<file path="config.mk">
export PLATFORM = sky130hd
export DESIGN_NAME = gvs_ctrl
export DESIGN_NICKNAME = d
export VERILOG_FILES = /design/src/rtl/core/gvs_pkg.sv /design/src/rtl/core/gvs_ctrl.sv
export SDC_FILE = /design/constraint.sdc
export NUM_CORES = 1
export LEC_CHECK = 0
export BUFFER_PORTS_ARGS = -buffer_cell sky130_fd_sc_hd__buf_2
export CAP_MARGIN = 15
export CORE_AREA = 10 10 47 49
export DETAILED_ROUTE_END_ITERATION = 7
export DIE_AREA = 0 0 57 59
export PLACE_DENSITY = 0.47
export SLEW_MARGIN = 20
export SYNTH_ARGS = -nofsm -noshare
export SYNTH_HDL_FRONTEND = slang
export SYNTH_SLANG_ARGS = --single-unit
</file>
<file path="constraint.sdc">
create_clock -name i_clk -period 1.7 [get_ports i_clk]
set_clock_uncertainty 0.15 [all_clocks]
set_input_delay 0.085 -clock i_clk [delete_from_list [all_inputs] [get_ports i_clk]]
set_output_delay 0.085 -clock i_clk [all_outputs]
set_load 0.05 [all_outputs]
</file>
<file path="src/rtl/core/gvs_pkg.sv">
// Shared constants, configuration register codes and controller/datapath types.
package gvs_pkg;

    localparam int MAX_COLS   = 32;
    localparam int MAX_ROWS   = 64;
    localparam int COL_W      = $clog2(MAX_COLS);
    localparam int ROW_W      = $clog2(MAX_ROWS);
    localparam int VEL_W      = 16;
    localparam int CURL_W     = 24;
    localparam int INV_W      = 16;
    localparam int COLS_CFG_W = 6;
    localparam int ROWS_CFG_W = 7;
    localparam int CFG_ADDR_W = 3;
    localparam int CFG_DATA_W = 16;
    localparam int LINE_DEPTH = 3 * MAX_COLS;
    localparam int LINE_AW    = $clog2(LINE_DEPTH);

    typedef enum logic [CFG_ADDR_W-1:0] {
        CFG_COLS   = 3'd0,
        CFG_ROWS   = 3'd1,
        CFG_WRAP   = 3'd2,
        CFG_INV_DX = 3'd3,
        CFG_INV_DY = 3'd4
    } t_cfg_reg;

    typedef struct packed {
        logic take_in;
        logic rd0;
        logic rd1;
        logic rd2;
        logic mul;
        logic load_out;
        logic next_target;
    } t_dp_cmd;

    typedef struct packed {
        logic in_valid;
        logic acc_go;
        logic out_free;
        logic more;
    } t_dp_sts;

endpackage

</file>
<file path="src/rtl/core/gvs_ctrl.sv">
// Sequencing state machine for line buffer reads, arithmetic and result hand-off.
module gvs_ctrl (
    input  logic             i_clk,
    input  logic             i_rst_n,
    input  gvs_pkg::t_dp_sts i_sts,
    output gvs_pkg::t_dp_cmd o_cmd
);
    import gvs_pkg::*;

    typedef enum logic [5:0] {
        S_IDLE = 6'b000001,
        S_RD0  = 6'b000010,
        S_RD1  = 6'b000100,
        S_RD2  = 6'b001000,
        S_MUL  = 6'b010000,
        S_OUT  = 6'b100000
    } t_state;

    t_state r_state;
    t_state n_state;

    always_ff @(posedge i_clk) begin
        if (!i_rst_n) begin
            r_state <= S_IDLE;
        end else begin
            r_state <= n_state;
        end
    end

    always_comb begin
        o_cmd   = '0;
        n_state = r_state;
        case (r_state)
            S_IDLE: begin
                o_cmd.take_in = 1'b1;
                if (i_sts.in_valid && i_sts.acc_go) begin
                    n_state = S_RD0;
                end
            end
            S_RD0: begin
                o_cmd.rd0 = 1'b1;
                n_state   = S_RD1;
            end
            S_RD1: begin
                o_cmd.rd1 = 1'b1;
                n_state   = S_RD2;
            end
            S_RD2: begin
                o_cmd.rd2 = 1'b1;
                n_state   = S_MUL;
            end
            S_MUL: begin
                o_cmd.mul = 1'b1;
                n_state   = S_OUT;
            end
            S_OUT: begin
                if (i_sts.out_free) begin
                    o_cmd.load_out = 1'b1;
                    if (i_sts.more) begin
                        o_cmd.next_target = 1'b1;
                        n_state           = S_RD0;
                    end else begin
                        n_state = S_IDLE;
                    end
                end
            end
            default: begin
                n_state = S_IDLE;
            end
        endcase
    end

    a_result_after_five: assert property (@(posedge i_clk) disable iff (!i_rst_n)
        (r_state == S_IDLE && i_sts.in_valid && i_sts.acc_go) |-> ##5 (r_state == S_OUT))
        else $error("result stage not reached five cycles after acceptance");

    a_hold_when_blocked: assert property (@(posedge i_clk) disable iff (!i_rst_n)
        (r_state == S_OUT && !i_sts.out_free) |=> (r_state == S_OUT))
        else $error("left the result stage while the output register was full");
endmodule

</file>
==> qor.txt, run 1 <==
Critical Path AT -> 1.48 ns
Die Width -> 57 microns
Reg clk slew, reported paths -> 0.05 ns
Reg2Reg Depth -> 5
fin crit period -> 1.71 ns
CTS root buffer -> clkbuf_4
First-pass DRT Iterations -> 2
Top reg by flops -> r_state
CTS tree -> yes
worst hold endpoint -> r_state[0]
routed length per placed instance -> 11.5 microns
PortBufs -> 12
gpl congestion -> 0.713
core area -> 1400 sq um
final worst slack -> -0.0123 ns
I/O Pins -> 13
drt via density -> 4.58
Placed Instances -> 70
top-area cell type share of the netlist area -> 33.6%
mean post-synth cell area -> 8.73 sq um
crit path max fanout -> 6
initial antenna violation count -> 0
post-synthesis sequential area ratio -> 33.6%
R2R Setup Slk -> 0.20 ns
Vias -> 353
final core occ -> 39.3%
Yosys top cell by area -> dfxtp_1
diodes inserted -> 0
nature of the critical path startpoint -> flop
final wirelength -> 882 microns
Crit Reg-Reg Endpoint -> r_state[4]
crit-path cells -> nor4_4 -> and3b_2 -> and3_4 -> buf_8
slowest cell on the critical path -> dfxtp_4
dpl hpwl -> 684 microns
FMAX -> 584 MHz
Yosys Warn Count -> 0
most frequent cells in the layout -> buf_2, buf_4, nor2_1, nand2_1, clkbuf_4
H-tree depth -> 1
max reg flops -> 6
worst vdd ir -> 456 uV
Detail Route Antenna Nets -> 0
crit-path leading delay family -> simple AND/OR/NAND/NOR gates
Syn Nets -> 47
setup_tns -> -0.0123 ns
global-route wire length before repair -> 1.44 mm
Setup crit end kind -> output pin
Skew-Pair Late Insertion Delay -> 0.24 ns
pin count of the biggest net entering global routing -> 7
Unique masters post-synth -> 21
Hold Path Stages -> 4
Worst Hold Class -> input pin to flop
final setup vio count -> 1
number of nets in the layout -> 69
vias in the first global route -> 337
cell count after synthesis -> 41
max incr delay on CP -> 0.36 ns
layout cells sized above 1 -> 49.2%
GRT Residual Overflow -> 0
Tightest Pin Transition -> 0.296 ns
Yosys reg bits -> 6
largest registers -> r_state: 6 flops
ratio of final minimum period to clock period -> 101%
failing checks -> setup timing
fill cell count -> 140
Max clock buf depth -> 2
CP bufs+invs -> 1
Setup CP Type -> flop to output pin
hold path start -> i_rst_n
Netlist Area Pre-Place -> 358 sq um
LEAKAGE -> 0.000262 uW
Req. time, crit path -> 1.46 ns
pwr dens -> 841 nW/um^2
gr usage total -> 5.31%
commonest non-fill, non-tap cell in the layout -> buf_2
drt drc -> 0
non-filler cells, final -> 77
clock sink total -> 6
# rows -> 14
Rel. slew slack -> 80.2%
RSZ-0062 raised after global routing -> true
Initial DRC Count -> 5
Synth area leaders -> dfxtp_1, nor4_4, nor2_1, and3b_1, o21ai_1
CTS Buf Count -> 3
Slew Viols, Final -> 0
Crit Reg-Reg Startpoint -> r_state[4]
outcome -> finished, violations left
Area Growth Syn to Fin -> 53.8%
final hold vios -> 0
effective utilization at floorplan -> 25.5%
max-cap viol count -> 0
die outline height -> 59 microns
Total Die Area -> 3360 sq um
==> logic make-up after synthesis <==
kind of cell,Yosys count,synth area share [%]
AOI/OAI and AO/OA,7,13.6
DFF,6,33.6
and+or+nand+nor,24,47.2
buffers and inverters,3,3.15
xor gates and xnor gates,1,2.45
==> worst max-delay path by stage <==
stage,cells after the start,slack (ns),to,from
after floorplan,4,-0.08,r_state[5],r_state[2]
after global placement,4,0.12,o_cmd[0],r_state[3]
after detailed placement,4,0.12,o_cmd[0],r_state[3]
after CTS,4,0.0006,o_cmd[0],r_state[4]
after global routing,4,-0.07,o_cmd[0],r_state[4]
final,4,-0.01,o_cmd[0],r_state[4]
==> cell type report <==
| class | count | area (sq um) | share of cell area [%] |
|---|---|---|---|
| Inverter | 3 | 11.3 | 2.05 |
| Timing Repair Buffer | 17 | 124 | 22.5 |
| Sequential cell | 6 | 126 | 23.0 |
| Multi-Input combinational cell | 32 | 246 | 44.8 |
| Clock buffer | 3 | 22.5 | 4.09 |
| Tap cell | 16 | 20.0 | 3.64 |
==> worst min-delay path: stages <==
cell and delay [ns]:
buf_2 0.09, inv_1 0.05, a31oi_2 0.06, o21ai_1 0.07
==> per-layer routing <==
layer  wire [microns]  track usage [%]  up-vias
li1                 -                -      188
met3               32             2.58        2
met5                0                0        -
met1              388             5.68      157
met4                6             2.01        0
met2              454             8.84        6
==> where the power goes <==
part / internal, uW / switching, uW / leakage [uW] / total [uW]
registers: 152 / 18.9 / 0.0000504 / 171
logic: 69.3 / 94.6 / 0.000198 / 164
clock network: 79.7 / 48.4 / 0.0000138 / 128
total: 301 / 162 / 0.000262 / 463
==> cells in the mapped netlist <==
cell,number
o21ai_1,3
nor3_1,1
inv_1,3
nand2_1,4
nand3b_1,1
o21a_1,1
nor3b_2,1
nand3b_2,1
xor2_1,1
and2_1,2
and3_1,2
a221oi_1,1
a21oi_1,1
nor2_1,5
nor2b_1,2
nor4b_2,1
dfxtp_1,6
nor3b_1,1
nor4_4,1
a31oi_2,1
and3b_1,2
==> metrics by stage <==
step | cell area [sq um] | power (uW) | setup slack, ns | hold WS, ns
2_1_floorplan | 363 | 279 | -0.0816 | 0.0755
3_3_place_gp | 450 | 315 | 0.123 | 0.220
3_5_place_dp | 450 | 313 | 0.116 | 0.212
4_1_cts | 513 | 472 | 0.000608 | 0.0000990
5_1_grt | 551 | 494 | -0.0658 | 0.00739
6_report | 551 | 463 | -0.0123 | 0.00904
==> what timing repair did <==
item                                   in CTS  in global routing
setup endpoints to repair                   4                  5
hold buffers                                1                  0
cloned                                      0                  0
pin swaps                                   2                  3
endpoints found under the hold margin       1                  0
resized for setup                           7                  9
buffers inserted                            1                  2
No activity file was read; power rests on OpenSTA's default activity.
==> run 2, diff against run 1 <==
--- a/config.mk
+++ b/config.mk
@@ -5,13 +5,15 @@
 export SDC_FILE = /design/constraint.sdc
 export NUM_CORES = 1
 export LEC_CHECK = 0
+export ABC_AREA = 1
 export BUFFER_PORTS_ARGS = -buffer_cell sky130_fd_sc_hd__buf_2
 export CAP_MARGIN = 15
 export CORE_AREA = 10 10 47 49
 export DETAILED_ROUTE_END_ITERATION = 7
 export DIE_AREA = 0 0 57 59
-export PLACE_DENSITY = 0.47
+export PLACE_DENSITY = 0.5
 export SLEW_MARGIN = 20
 export SYNTH_ARGS = -nofsm -noshare
 export SYNTH_HDL_FRONTEND = slang
 export SYNTH_SLANG_ARGS = --single-unit
+export TNS_END_PERCENT = 50
==> run 2 against run 1 <==
Net effect:
- the run now ends clean
- synthesized area grew 10%
- via count up 12%
- sequential cell count is the same
- first-iteration DRC count increased by 60%
- routed wire length decreased by 1.5%
- combinational power is 43% higher
- critical path depth rose by 2
- clock power about the same
- maximum frequency increased by 9.9%
- hold slack worse by 0.0057 ns
- core utilization down 3.1 points
- critical endpoint unchanged
- register-to-register slack better by 0.28 ns
==> qor.txt, run 2 <==
outcome -> complete, no violations (was finished, violations left)
largest registers -> r_state: 6 flops (unchanged)
CTS root buffer -> clkbuf_4 (unchanged)
pwr dens -> 1050 nW/um^2 (was 841 nW/um^2)
Worst Hold Class -> input pin to flop (unchanged)
worst vdd ir -> 472 uV (was 456 uV)
Setup crit end kind -> output pin (unchanged)
Tightest Pin Transition -> 0.251 ns (was 0.296 ns)
core area -> 1400 sq um (unchanged)
Slew Viols, Final -> 0 (unchanged)
gpl congestion -> 0.743 (was 0.713)
placed cell area -> 479 sq um (was 450 sq um)
hold path start -> i_sts[0] (was i_rst_n)
final wirelength -> 869 microns (was 882 microns)
fill cell count -> 176 (was 140)
crit path max fanout -> 6 (unchanged)
# rows -> 14 (unchanged)
Max clock buf depth -> 2 (unchanged)
I/O Pins -> 13 (unchanged)
Yosys reg bits -> 6 (unchanged)
global-route wire length before repair -> 1.58 mm (was 1.44 mm)
Detail Route Antenna Nets -> 0 (unchanged)
gr usage total -> 6.09% (was 5.31%)
setup_tns -> 0 ns (was -0.0123 ns)
R2R Setup Slk -> 0.48 ns (was 0.20 ns)
Hold Path Stages -> 3 (was 4)
max reg flops -> 6 (unchanged)
drt drc -> 0 (unchanged)
layout cells sized above 1 -> 44.7% (was 49.2%)
post-CTS resize count -> 0 (was 7)
top_reg_cell synth -> dfxtp_1 (unchanged)
pin count of the biggest net entering global routing -> 7 (unchanged)
Synth area leaders -> dfxtp_1, nand2_2, nor2_1, nand2_1, nor2_4 (was dfxtp_1, nor4_4, nor2_1, and3b_1, o21ai_1)
fin crit period -> 1.56 ns (was 1.71 ns)
Seq pwr share -> 31.6% (was 37.0%)
GRT Residual Overflow -> 0 (unchanged)
Netlist Area Pre-Place -> 394 sq um (was 358 sq um)
final setup vio count -> 0 (was 1)
Setup crit start -> r_state[1] (was r_state[4])
number of flops mapped to enable cells by yosys -> 0 (unchanged)
PortBufs -> 12 (unchanged)
combinational power share -> 44.3% (was 35.4%)
cell count after synthesis -> 61 (was 41)
drt via density -> 4.28 (was 4.58)
First-pass DRT Iterations -> 4 (was 2)
Final Instance Area -> 507 sq um (was 551 sq um)
Skew-Pair Late Insertion Delay -> 0.24 ns (about the same)
Yosys Warn Count -> 0 (unchanged)
Reg2Reg Depth -> 8 (was 5)
top-area cell type share of the netlist area -> 30.5% (was 33.6%)
hold_buf cts -> 0 (was 1)
most frequent cells in the layout -> nor2_1, buf_2, nand2_1, inv_1 (was buf_2, buf_4, nor2_1, nand2_1, clkbuf_4)
Unique masters post-synth -> 17 (was 21)
H-tree depth -> 1 (unchanged)
Initial DRC Count -> 8 (was 5)
Psw -> 222 uW (was 162 uW)
diodes inserted -> 0 (unchanged)
Setup CP Type -> flop to output pin (unchanged)
number of nets in the layout -> 84 (was 69)
Req. time, crit path -> 1.46 ns (about the same)
Critical Path AT -> 1.32 ns (was 1.48 ns)
Crit Reg-Reg Startpoint -> r_state[1] (was r_state[4])
Rel. slew slack -> 83.4% (was 80.2%)
CTS tree -> yes (unchanged)
P_int -> 310 uW (was 301 uW)
Total Die Area -> 3360 sq um (unchanged)
Yosys top cell by area -> dfxtp_1 (unchanged)
Post-synth top cells -> nor2_1, nand2_1, inv_1 (was dfxtp_1, nor2_1, nand2_1)
FMAX -> 642 MHz (was 584 MHz)
Vias -> 394 (was 353)
initial antenna violation count -> 0 (unchanged)
Top reg by flops -> r_state (unchanged)
Clk pwr share -> 24.1% (was 27.7%)
Die Width -> 57 microns (unchanged)
post-synthesis sequential area ratio -> 30.5% (was 33.6%)
final hold vios -> 0 (unchanged)
share of flip-flops with an asynchronous set or reset -> 0% (unchanged)
ratio of final minimum period to clock period -> 91.6% (was 101%)
vias in the first global route -> 396 (was 337)
Crit Reg-Reg Endpoint -> r_state[0] (was r_state[4])
dpl hpwl -> 736 microns (was 684 microns)
LEAKAGE -> 0.000286 uW (was 0.000262 uW)
mean post-synth cell area -> 6.46 sq um (was 8.73 sq um)
die outline height -> 59 microns (unchanged)
Post-CTS Setup Inserts -> 0 (was 1)
most frequent cell after synthesis -> nor2_1 (was dfxtp_1)
max-cap viol count -> 0 (unchanged)
effective utilization at floorplan -> 28.1% (was 25.5%)
RSZ-0062 raised after global routing -> false (was true)
Syn Nets -> 67 (was 47)
worst hold endpoint -> r_state[1] (was r_state[0])
Area Growth Syn to Fin -> 28.6% (was 53.8%)
Reg clk slew, reported paths -> 0.04 ns (was 0.05 ns)
CTS Buf Count -> 3 (unchanged)
clock sink total -> 6 (unchanged)
switch share -> 41.7% (was 34.9%)
routed length per placed instance -> 9.45 microns (was 11.5 microns)
nature of the critical path startpoint -> flop (unchanged)
run 2: cell count changes after synthesis, moves of 3 or more:
cell     delta
nand2_1     +5
inv_2       +5
nor2_4      +3
nor2_1      +5
nand2_2     +6
inv_1       +4
run 2: layer usage:
metal / wire length (microns) / GRT usage [%] / up-vias
met5: 0 / 0 / -
met4: 27 / 4.03 / 0
met3: 34 / 3.86 / 4
met2: 445 / 10.2 / 6
met1: 362 / 5.33 / 167
li1: - / - / 217
run 2: area by class of cell:
class,count,area [sq um],share of cell area [%]
Clock buffer,3,22.5,4.44
Inverter,14,52.6,10.4
Multi-Input combinational cell,41,226,44.7
Sequential cell,6,120,23.7
Tap cell,16,20.0,3.95
Timing Repair Buffer,12,65.1,12.8
run 2: logic make-up (layout without fill, tap and decap cells):
logic type	Yosys count	after routing	share of synthesized area, %
simple gates	35	35	48.3
compound gates	6	6	7.94
flops	6	6	30.5
buf+inv	14	29	13.3
run 2: through the flow:
stage,util (%),setup slack [ns],hold slack (ns),total power (uW),std cells
after floorplan,-,0.139,0.129,368,61
after global placement,34.2,0.379,0.253,410,89
after detailed placement,34.2,0.356,0.257,410,89
after CTS,35.8,0.0910,0.000900,544,92
after global routing,36.2,0.000859,0.0158,584,92
final,36.2,0.142,0.00338,532,92
run 2: critical path, stage by stage (launching register included):
cell and delay, ns:
dfxtp_1 0.33, inv_2 0.07, nand2_2 0.08, nor2_4 0.15, nand2_1 0.10, nor3_2 0.10, clkbuf_4 0.25
run 2: worst max path at each step:
| stage | end | slack (ns) | cells past startpoint |
|---|---|---|---|
| 2_1_floorplan | o_cmd[1] | 0.14 | 5 |
| 3_3_place_gp | o_cmd[0] | 0.38 | 6 |
| 3_5_place_dp | o_cmd[0] | 0.36 | 6 |
| 4_1_cts | o_cmd[0] | 0.09 | 6 |
| 5_1_grt | o_cmd[0] | 0.0009 | 6 |
| 6_report | o_cmd[0] | 0.14 | 6 |
run 2: power by group through the flow:
stage / Sequential, uW / Clock, uW / Combinational, uW
floorplan: 169 / 0 / 199
global placement: 171 / 0 / 239
detailed placement: 171 / 0 / 239
CTS: 168 / 136 / 240
global route: 170 / 149 / 265
finish: 168 / 128 / 235
